File: src/sv/ttu_pkg.sv
`timescale 1ns / 1ps
// Shared types, codes and helpers for the tournament tree update engine.
// Depends on nothing; every other file of the block refers to it by scoped names.
package ttu_pkg;

    localparam int KEY_W            = 32;
    localparam int OFFSET_W         = 13;
    localparam int NODE_W           = 10;
    localparam int MODE_W           = 2;
    localparam int TREE_ENTRIES_DEF = 1024;

    localparam logic [OFFSET_W-1:0] ALIGN_MASK     = OFFSET_W'(32'h0000_0007);
    localparam logic [OFFSET_W-1:0] CLEAR_LOW_MASK = OFFSET_W'(32'hFFFF_FFF8);

    localparam logic [MODE_W-1:0] MODE_WRITE  = 2'd0;
    localparam logic [MODE_W-1:0] MODE_READ   = 2'd1;
    localparam logic [MODE_W-1:0] MODE_UPDATE = 2'd2;

    typedef enum logic [2:0] {
        ST_EQUAL  = 3'd0,
        ST_ROOT   = 3'd1,
        ST_SIGN   = 3'd2,
        ST_SPEC   = 3'd3,
        ST_ACCESS = 3'd4
    } status_t;

    typedef enum logic [2:0] {
        WS_IDLE,
        WS_ACC_WAIT,
        WS_LVL_RD,
        WS_LVL_CMP,
        WS_DONE
    } walk_state_t;

    typedef struct packed {
        logic [KEY_W-1:0] key;
        logic [KEY_W-1:0] payload;
    } node_t;

    typedef struct packed {
        logic rd_en;
        logic wr_en;
    } mem_ctl_t;

    // Byte offset of the parent node: half the offset with the low three bits cleared.
    function automatic logic [OFFSET_W-1:0] parent_offset(input logic [OFFSET_W-1:0] off);
        return (off >> 1) & CLEAR_LOW_MASK;
    endfunction

endpackage

File: src/sv/ttu_walk.sv
`timescale 1ns / 1ps
// Sequencer and datapath: node accesses, the climb towards the root and the result register.
// Depends on ttu_pkg; drives the node memory through ttu_slot_map and ttu_node_ram.
module ttu_walk (
    input  logic                            clk,
    input  logic                            rst_n,
    input  logic                            in_valid,
    output logic                            in_stall,
    input  logic [ttu_pkg::MODE_W-1:0]      mode,
    input  logic [ttu_pkg::NODE_W-1:0]      entry_index,
    input  logic [ttu_pkg::KEY_W-1:0]       entry_key,
    input  logic [ttu_pkg::KEY_W-1:0]       entry_payload,
    input  logic [ttu_pkg::KEY_W-1:0]       key_in,
    input  logic [ttu_pkg::KEY_W-1:0]       payload_in,
    input  logic [ttu_pkg::OFFSET_W-1:0]    node_offset,
    output logic                            out_valid,
    input  logic                            out_stall,
    output logic [2:0]                      status,
    output logic [ttu_pkg::KEY_W-1:0]       key_out,
    output logic [ttu_pkg::KEY_W-1:0]       payload_out,
    output logic [ttu_pkg::KEY_W-1:0]       found_key,
    output logic [ttu_pkg::KEY_W-1:0]       found_payload,
    output logic [ttu_pkg::OFFSET_W-1:0]    offset_out,
    output ttu_pkg::mem_ctl_t               mem_ctl,
    output logic [ttu_pkg::NODE_W-1:0]      node_num,
    output ttu_pkg::node_t                  wr_node,
    input  ttu_pkg::node_t                  rd_node
);

    ttu_pkg::walk_state_t state_reg, state_next;

    ttu_pkg::status_t               status_reg, status_next;
    logic [ttu_pkg::KEY_W-1:0]      key_reg, key_next;
    logic [ttu_pkg::KEY_W-1:0]      pay_reg, pay_next;
    logic [ttu_pkg::KEY_W-1:0]      fkey_reg, fkey_next;
    logic [ttu_pkg::KEY_W-1:0]      fpay_reg, fpay_next;
    logic [ttu_pkg::OFFSET_W-1:0]   off_reg, off_next;

    logic                           out_valid_reg, out_valid_next;
    ttu_pkg::status_t               out_status_reg, out_status_next;
    logic [ttu_pkg::KEY_W-1:0]      out_key_reg, out_key_next;
    logic [ttu_pkg::KEY_W-1:0]      out_pay_reg, out_pay_next;
    logic [ttu_pkg::KEY_W-1:0]      out_fkey_reg, out_fkey_next;
    logic [ttu_pkg::KEY_W-1:0]      out_fpay_reg, out_fpay_next;
    logic [ttu_pkg::OFFSET_W-1:0]   out_off_reg, out_off_next;

    logic [ttu_pkg::OFFSET_W-1:0]   up_off;
    logic [ttu_pkg::KEY_W-1:0]      carry_key;
    logic [ttu_pkg::KEY_W-1:0]      carry_pay;

    always_ff @(posedge clk or negedge rst_n)
    begin
        if (!rst_n)
        begin
            state_reg     <= ttu_pkg::WS_IDLE;
            out_valid_reg <= 1'b0;
        end
        else
        begin
            state_reg     <= state_next;
            out_valid_reg <= out_valid_next;
        end
    end

    always_ff @(posedge clk)
    begin
        status_reg     <= status_next;
        key_reg        <= key_next;
        pay_reg        <= pay_next;
        fkey_reg       <= fkey_next;
        fpay_reg       <= fpay_next;
        off_reg        <= off_next;
        out_status_reg <= out_status_next;
        out_key_reg    <= out_key_next;
        out_pay_reg    <= out_pay_next;
        out_fkey_reg   <= out_fkey_next;
        out_fpay_reg   <= out_fpay_next;
        out_off_reg    <= out_off_next;
    end

    always_comb
    begin
        state_next      = state_reg;
        status_next     = status_reg;
        key_next        = key_reg;
        pay_next        = pay_reg;
        fkey_next       = fkey_reg;
        fpay_next       = fpay_reg;
        off_next        = off_reg;
        out_valid_next  = out_valid_reg && out_stall;
        out_status_next = out_status_reg;
        out_key_next    = out_key_reg;
        out_pay_next    = out_pay_reg;
        out_fkey_next   = out_fkey_reg;
        out_fpay_next   = out_fpay_reg;
        out_off_next    = out_off_reg;
        mem_ctl         = '0;
        node_num        = off_reg[ttu_pkg::OFFSET_W-1:3];
        wr_node         = '{key: key_reg, payload: pay_reg};
        in_stall        = (state_reg != ttu_pkg::WS_IDLE);
        up_off          = ttu_pkg::parent_offset(off_reg);
        carry_key       = key_reg;
        carry_pay       = pay_reg;

        case (state_reg)
            ttu_pkg::WS_IDLE:
            begin
                node_num = entry_index;
                wr_node  = '{key: entry_key, payload: entry_payload};
                up_off   = ttu_pkg::parent_offset(node_offset);
                if (in_valid)
                begin
                    status_next = ttu_pkg::ST_SPEC;
                    key_next    = '0;
                    pay_next    = '0;
                    fkey_next   = '0;
                    fpay_next   = '0;
                    off_next    = '0;
                    state_next  = ttu_pkg::WS_DONE;
                    case (mode)
                        ttu_pkg::MODE_WRITE:
                        begin
                            mem_ctl.wr_en = 1'b1;
                            status_next   = ttu_pkg::ST_ACCESS;
                        end
                        ttu_pkg::MODE_READ:
                        begin
                            mem_ctl.rd_en = 1'b1;
                            status_next   = ttu_pkg::ST_ACCESS;
                            state_next    = ttu_pkg::WS_ACC_WAIT;
                        end
                        ttu_pkg::MODE_UPDATE:
                        begin
                            key_next = key_in;
                            pay_next = payload_in;
                            if ((node_offset & ttu_pkg::ALIGN_MASK) != '0)
                            begin
                                off_next = node_offset;
                            end
                            else if (up_off == '0)
                            begin
                                status_next = ttu_pkg::ST_ROOT;
                            end
                            else
                            begin
                                off_next = up_off;
                                if (key_in[ttu_pkg::KEY_W-1])
                                begin
                                    status_next = ttu_pkg::ST_SIGN;
                                end
                                else
                                begin
                                    state_next = ttu_pkg::WS_LVL_RD;
                                end
                            end
                        end
                        default:
                        begin
                        end
                    endcase
                end
            end
            ttu_pkg::WS_ACC_WAIT:
            begin
                fkey_next  = rd_node.key;
                fpay_next  = rd_node.payload;
                state_next = ttu_pkg::WS_DONE;
            end
            ttu_pkg::WS_LVL_RD:
            begin
                mem_ctl.rd_en = 1'b1;
                state_next    = ttu_pkg::WS_LVL_CMP;
            end
            ttu_pkg::WS_LVL_CMP:
            begin
                if (key_reg == rd_node.key)
                begin
                    status_next = ttu_pkg::ST_EQUAL;
                    fkey_next   = rd_node.key;
                    fpay_next   = rd_node.payload;
                    state_next  = ttu_pkg::WS_DONE;
                end
                else
                begin
                    // The smaller key stays in the node; the loser climbs on.
                    if (key_reg < rd_node.key)
                    begin
                        mem_ctl.wr_en = 1'b1;
                        carry_key     = rd_node.key;
                        carry_pay     = rd_node.payload;
                    end
                    key_next = carry_key;
                    pay_next = carry_pay;
                    if (up_off == '0)
                    begin
                        status_next = ttu_pkg::ST_ROOT;
                        off_next    = '0;
                        state_next  = ttu_pkg::WS_DONE;
                    end
                    else
                    begin
                        off_next = up_off;
                        if (carry_key[ttu_pkg::KEY_W-1])
                        begin
                            status_next = ttu_pkg::ST_SIGN;
                            state_next  = ttu_pkg::WS_DONE;
                        end
                        else
                        begin
                            state_next = ttu_pkg::WS_LVL_RD;
                        end
                    end
                end
            end
            ttu_pkg::WS_DONE:
            begin
                if (!out_valid_reg || !out_stall)
                begin
                    out_valid_next  = 1'b1;
                    out_status_next = status_reg;
                    out_key_next    = key_reg;
                    out_pay_next    = pay_reg;
                    out_fkey_next   = fkey_reg;
                    out_fpay_next   = fpay_reg;
                    out_off_next    = off_reg;
                    state_next      = ttu_pkg::WS_IDLE;
                end
            end
            default:
            begin
                state_next = ttu_pkg::WS_IDLE;
            end
        endcase
    end

    assign out_valid     = out_valid_reg;
    assign status        = out_status_reg;
    assign key_out       = out_key_reg;
    assign payload_out   = out_pay_reg;
    assign found_key     = out_fkey_reg;
    assign found_payload = out_fpay_reg;
    assign offset_out    = out_off_reg;

    a_mem_one_op: assert property (@(posedge clk) disable iff (!rst_n)
        !(mem_ctl.rd_en && mem_ctl.wr_en))
        else $error("Node memory read and written in the same cycle.");

    a_cmp_after_rd: assert property (@(posedge clk) disable iff (!rst_n)
        (state_reg == ttu_pkg::WS_LVL_CMP) |-> ($past(state_reg) == ttu_pkg::WS_LVL_RD))
        else $error("Compare step reached without a node read before it.");

    a_level_offset: assert property (@(posedge clk) disable iff (!rst_n)
        (state_reg == ttu_pkg::WS_LVL_RD) |->
        ((off_reg != '0) && ((off_reg & ttu_pkg::ALIGN_MASK) == '0)))
        else $error("Level read issued at the root or at an unaligned offset.");

    a_level_key: assert property (@(posedge clk) disable iff (!rst_n)
        (state_reg == ttu_pkg::WS_LVL_RD) |-> !key_reg[ttu_pkg::KEY_W-1])
        else $error("Level read issued with the stop bit of the key set.");

    a_result_source: assert property (@(posedge clk) disable iff (!rst_n)
        $rose(out_valid_reg) |-> ($past(state_reg) == ttu_pkg::WS_DONE))
        else $error("Result presented without a finished item.");

endmodule

File: config.mk
export PLATFORM = sky130hd
export DESIGN_NAME = ttu_walk
export DESIGN_NICKNAME = d
export VERILOG_FILES = /design/src/sv/ttu_pkg.sv /design/src/sv/ttu_walk.sv
export SDC_FILE = /design/constraint.sdc
export NUM_CORES = 1
export LEC_CHECK = 0
export BUFFER_PORTS_ARGS = -buffer_cell sky130_fd_sc_hd__buf_4
export CAP_MARGIN = 0
export CORE_AREA = 4 4 170 172
export DETAILED_ROUTE_END_ITERATION = 8
export DIE_AREA = 0 0 174 176
export PLACE_DENSITY = 0.69
export SYNTH_ARGS = -nofsm -noshare
export SYNTH_HDL_FRONTEND = slang
export SYNTH_SLANG_ARGS = --single-unit
File: constraint.sdc
create_clock -name clk -period 11.5 [get_ports clk]
set_clock_uncertainty 0.05 [all_clocks]
set_input_delay 0.575 -clock clk [delete_from_list [all_inputs] [get_ports clk]]
set_output_delay 0.575 -clock clk [all_outputs]
set_load 0.03 [all_outputs]
Word-level counts from Yosys, hierarchy flattened
Cells that the tools add are included.

Bits in registers: 292. Logic and storage cells: 102. Bits of input ports: 221. Output and inout port bits: 222.

Reductions and logical operators: 19. Muxes and demuxes: 54. Equal/unequal tests: 13. $lt $le $gt $ge: 1.

Operators with widths (count): $mux 32 (13); $pmux 32 s3 (2); $pmux 32 s2 (2); $mux 64 (1); $mux 13 (4); $mux 3 (12); $eq 32x32->1 (1); $lt 32x32->1 (1); $logic_not 13->1 (2); $pmux 13 s2 (1); $mux 12 (2); $pmux 3 s2 (3); $pmux 3 s5 (1); $reduce_bool 13->1 (1); $mux 10 (1); $ne 2x2->1 const B (5); $reduce_and 3->1 (3); $mux 1 (7); $eq 3x2->1 const B (2); $mux 2 (3); $reduce_bool 3->1 (2); $ne 4x4->1 const B (1); $pmux 1 s2 (2); $reduce_and 2->1 (2); other kinds (12) (13).

Depth between registers and ports, before layout
Depth in word-level cells: 8. Depth in mapped cells: 9. Depth with buffers taken out: 8.

Worst setup path after synthesis
No wires, ideal clock.

Path kind: register -> register. Start point: register state_reg[1]. End point: register out_fkey_reg, in the netlist found_key[0], enable pin. Path slack: 3.133 ns. Arrival time: 7.620 ns. Required time: 10.754 ns. Clock period less this slack: 8.367 ns. Library setup time: 0.696 ns. Stages on the path, launching flop included: 4. Buffers on the path: 0. Path through: dfrtp_1 -> nor2_1 -> nand2_1 -> a21oi_1.

Longest elaborated chain between the ends: 2.

Ends and longest elaborated chain: from (decl) (line ttu_walk.sv:30) `ttu_pkg::walk_state_t state_reg, state_next;`; from (signal assigned) (line ttu_walk.sv:55) `state_reg <= ttu_pkg::WS_IDLE;`; from (signal assigned) (line ttu_walk.sv:60) `state_reg <= state_next;`; $eq 3x3->1 (line ttu_walk.sv:105) `case (state_reg)`; $reduce_and 2->1 (no line); to (signal assigned) (line ttu_walk.sv:76) `out_fkey_reg <= out_fkey_next;`; to (decl) (line ttu_walk.sv:43) `logic [ttu_pkg::KEY_W-1:0] out_fkey_reg, out_fkey_next;`.

No other way between the ends. A chain may end at the register's enable or synchronous reset.

==> metrics <==
CTS resizes 0; drt via density ~5.2; Rel. slew slack 27.78%; switch share roughly 41%; Reg clk slew, reported paths 60 ps; critical-path cell list nor3_2 -> buf_4 -> inv_2 -> buf_4 -> nand2_1 -> nand2_1 -> buf_4; Crit Path Class flop to primary output; cts hold-fix bufs 1; Most common cell on crit path buf_4; vias in the first global route 9007; FFs w/ async S/R, synth 1.370%; Post-synth EDFFs approximately 290; Detailed Route Iter0 Violations 732; wire per inst 21.17 um; HP Class input port to flop; Arrival @ worst endpoint approximately 3400 ps; Worst path slowest cell buf_4; Primary FF master, synth edfxtp_1; critical path capture point type primary output; Critical Path Source state_reg[2]; ratio of cells with drive above 1 in the final layout a little under two fifths; f_max 0.2475 GHz; RSZ-0062 raised after global routing no; Yosys warnings 0; CTS Buf Count 31; first-pass GRT wire length 52940 um; Starting Density 43.79%; worst slew pin tran 1081 ps; post-synthesis sequential area ratio 72.70%; Internal 2.863 mW; final period demand of the worst path 4040 ps; Power Density around 290 nW/um2; drc violations 0; GRT Total Usage 22.48%; #FFs+latches synth between 200 and 300; startpoint types flop; Syn Area/Cell 13.44 um2; status complete, no violations; Clock Path Buffers 3; H-tree lvl count 1; placer congestion estimate 0.9062; Setup violations, final 0; Post-DP HPWL 26610 um; overall power approximately 4.8 mW; Tcrit/Tclk final 35.13%; CP required 10880 ps; Layout Nets around 1600; PnR worst setup slack 7460 ps; row count just over 60; CTS tree yes; Layout area overhead 39.34%; Clk pwr share 20.4%; Post-DP Area about 16000 um2; worst reg2reg startpoint key_reg[31]; Worst path max stage delay 680 ps; Critical path buffers and inverters 4; max-cap viol count 0; antenna-violating nets left 0; worst vdd ir 0.0001871 V; die area 30620 um2; clock root cell clkbuf_16; Flop pwr share 38.1%; syn nets 1148; setup bufs post-CTS 0; # IOs 443; Worst Min Path Start out_stall; final wirelength 36260 um; count of final hold-check violations 0; setup slack at placement 7268 ps; die height about 180 um; cell area after synthesis between 10000 and 15000 um2; Comb pwr share 41.6%; fin. max-slew vios 0; pin count of the biggest net entering global routing 77; Leak approximately 7.2 nW; core outline area 27480 um2; via count 8906; initial antenna violation count 1; cell area after layout between 15000 and 20000 um2; fillers ~2200; grt ovf 0; Die X 174 um; Worst Path Max Fanout 76; drt first pass iters 5; worst-skew pair later-pin latency 550 ps; Distinct cells, synth 43; setup_tns 0 ps; Psw between 1.5 and 2 mW; IO Port Bufs 442; crit-path leading delay family buffers and inverters; Synth Instances roughly 900; clock tree sinks ~290
metrics by stage:
step | hold WS [ps] | cells | util [%]
6_report | 226.0 | 1713 | 61.02
2_1_floorplan | 229.4 | 895 | -
4_1_cts | 191.5 | 1712 | 61.01
3_3_place_gp | 325.6 | 1654 | 57.30
3_5_place_dp | 326.1 | 1654 | 57.30
5_1_grt | 193.5 | 1713 | 61.02
worst reg2reg max path: cells and delay by family (launching register included):
kind | cells | cell delay, ps
simple gates | 5 | 1020
compound gates | 1 | 960
flops | 1 | 500
buf+inv | 1 | 600
fa+ha+maj | 1 | 350
power by group through the flow:
stage                     sequential, mW  clock [mW]  combinational (mW)
after floorplan                     2.17           0               0.895
final                               1.83       0.981                2.00
after global placement              1.84           0                2.01
after global routing                1.87        1.05                2.13
after detailed placement            1.86           0                2.03
after CTS                           1.84        1.00                2.03
layout make-up:
cell class,instances,area [um2],share of cell area [%]
clock buffer,35,790.8,4.716
antenna,1,2.502,0.01493
tap,346,432.9,2.582
inverter,39,146.4,0.8731
sequential,292,8748,52.18
multi-input combinational,524,3015,17.99
clock inverter,22,219.0,1.306
timing repair buffer,454,3411,20.34
logic make-up after synthesis:
kind of cell / synth area share [%]
buf+inv: 2.600
simple gates: 12.97
flops: 72.70
fa+ha+maj: 3.327
compound gates: 7.653
mux: 0.7487
cell usage after synthesis (7+ instances only):
master	n	area, um2
edfxtp_1	288	8648
nand2_1	248	930.9
a22o_1	63	551.8
nor2_1	40	150.1
inv_1	39	146.4
and2_1	38	237.7
ha_1	32	400.4
clkbuf_1	27	101.4
a21oi_1	18	90.09
o21ai_0	13	65.06
mux2i_1	9	90.09
nand4_1	9	56.30
nor3_1	7	35.03
metal layers:
layer	routed length, um	global-route usage [%]
met5	0	0
met4	1098	7.423
met3	3517	6.381
met2	18190	39.44
met1	13460	26.90
placed cells by master (no fill, tap or decap), drive strengths merged, types with 3 or more instances in the layout:
cell type  instances
nor3               8
nor4               5
clkbuf            35
edfxtp           288
buf              453
ha                32
a21oi             18
mux2i              9
bufinv             3
clkinv            11
o21ai             13
o211ai             4
clkinvlp           7
nand3              6
inv               40
nand2            248
nand4              9
nor2              40
dfrtp              4
and2              38
o31ai              4
o31a               3
o21a               3
a22o              63
path summary, 6_finish.rpt:
| kind | end | slack (ps) | cells past startpoint |
|---|---|---|---|
| worst max-delay path | wr_node[11] | 7460 | 7 |
| worst min-delay path | out_valid | 230 | 3 |
| worst max register to register | key_reg[19] | 7610 | 8 |
| worst min register to register | found_key[0] | 350 | 0 |
| max in group asynchronous | out_valid | 10950 | 2 |
| min in group asynchronous | state_reg[0] | 350 | 2 |
(Power assumes the default switching activity.)
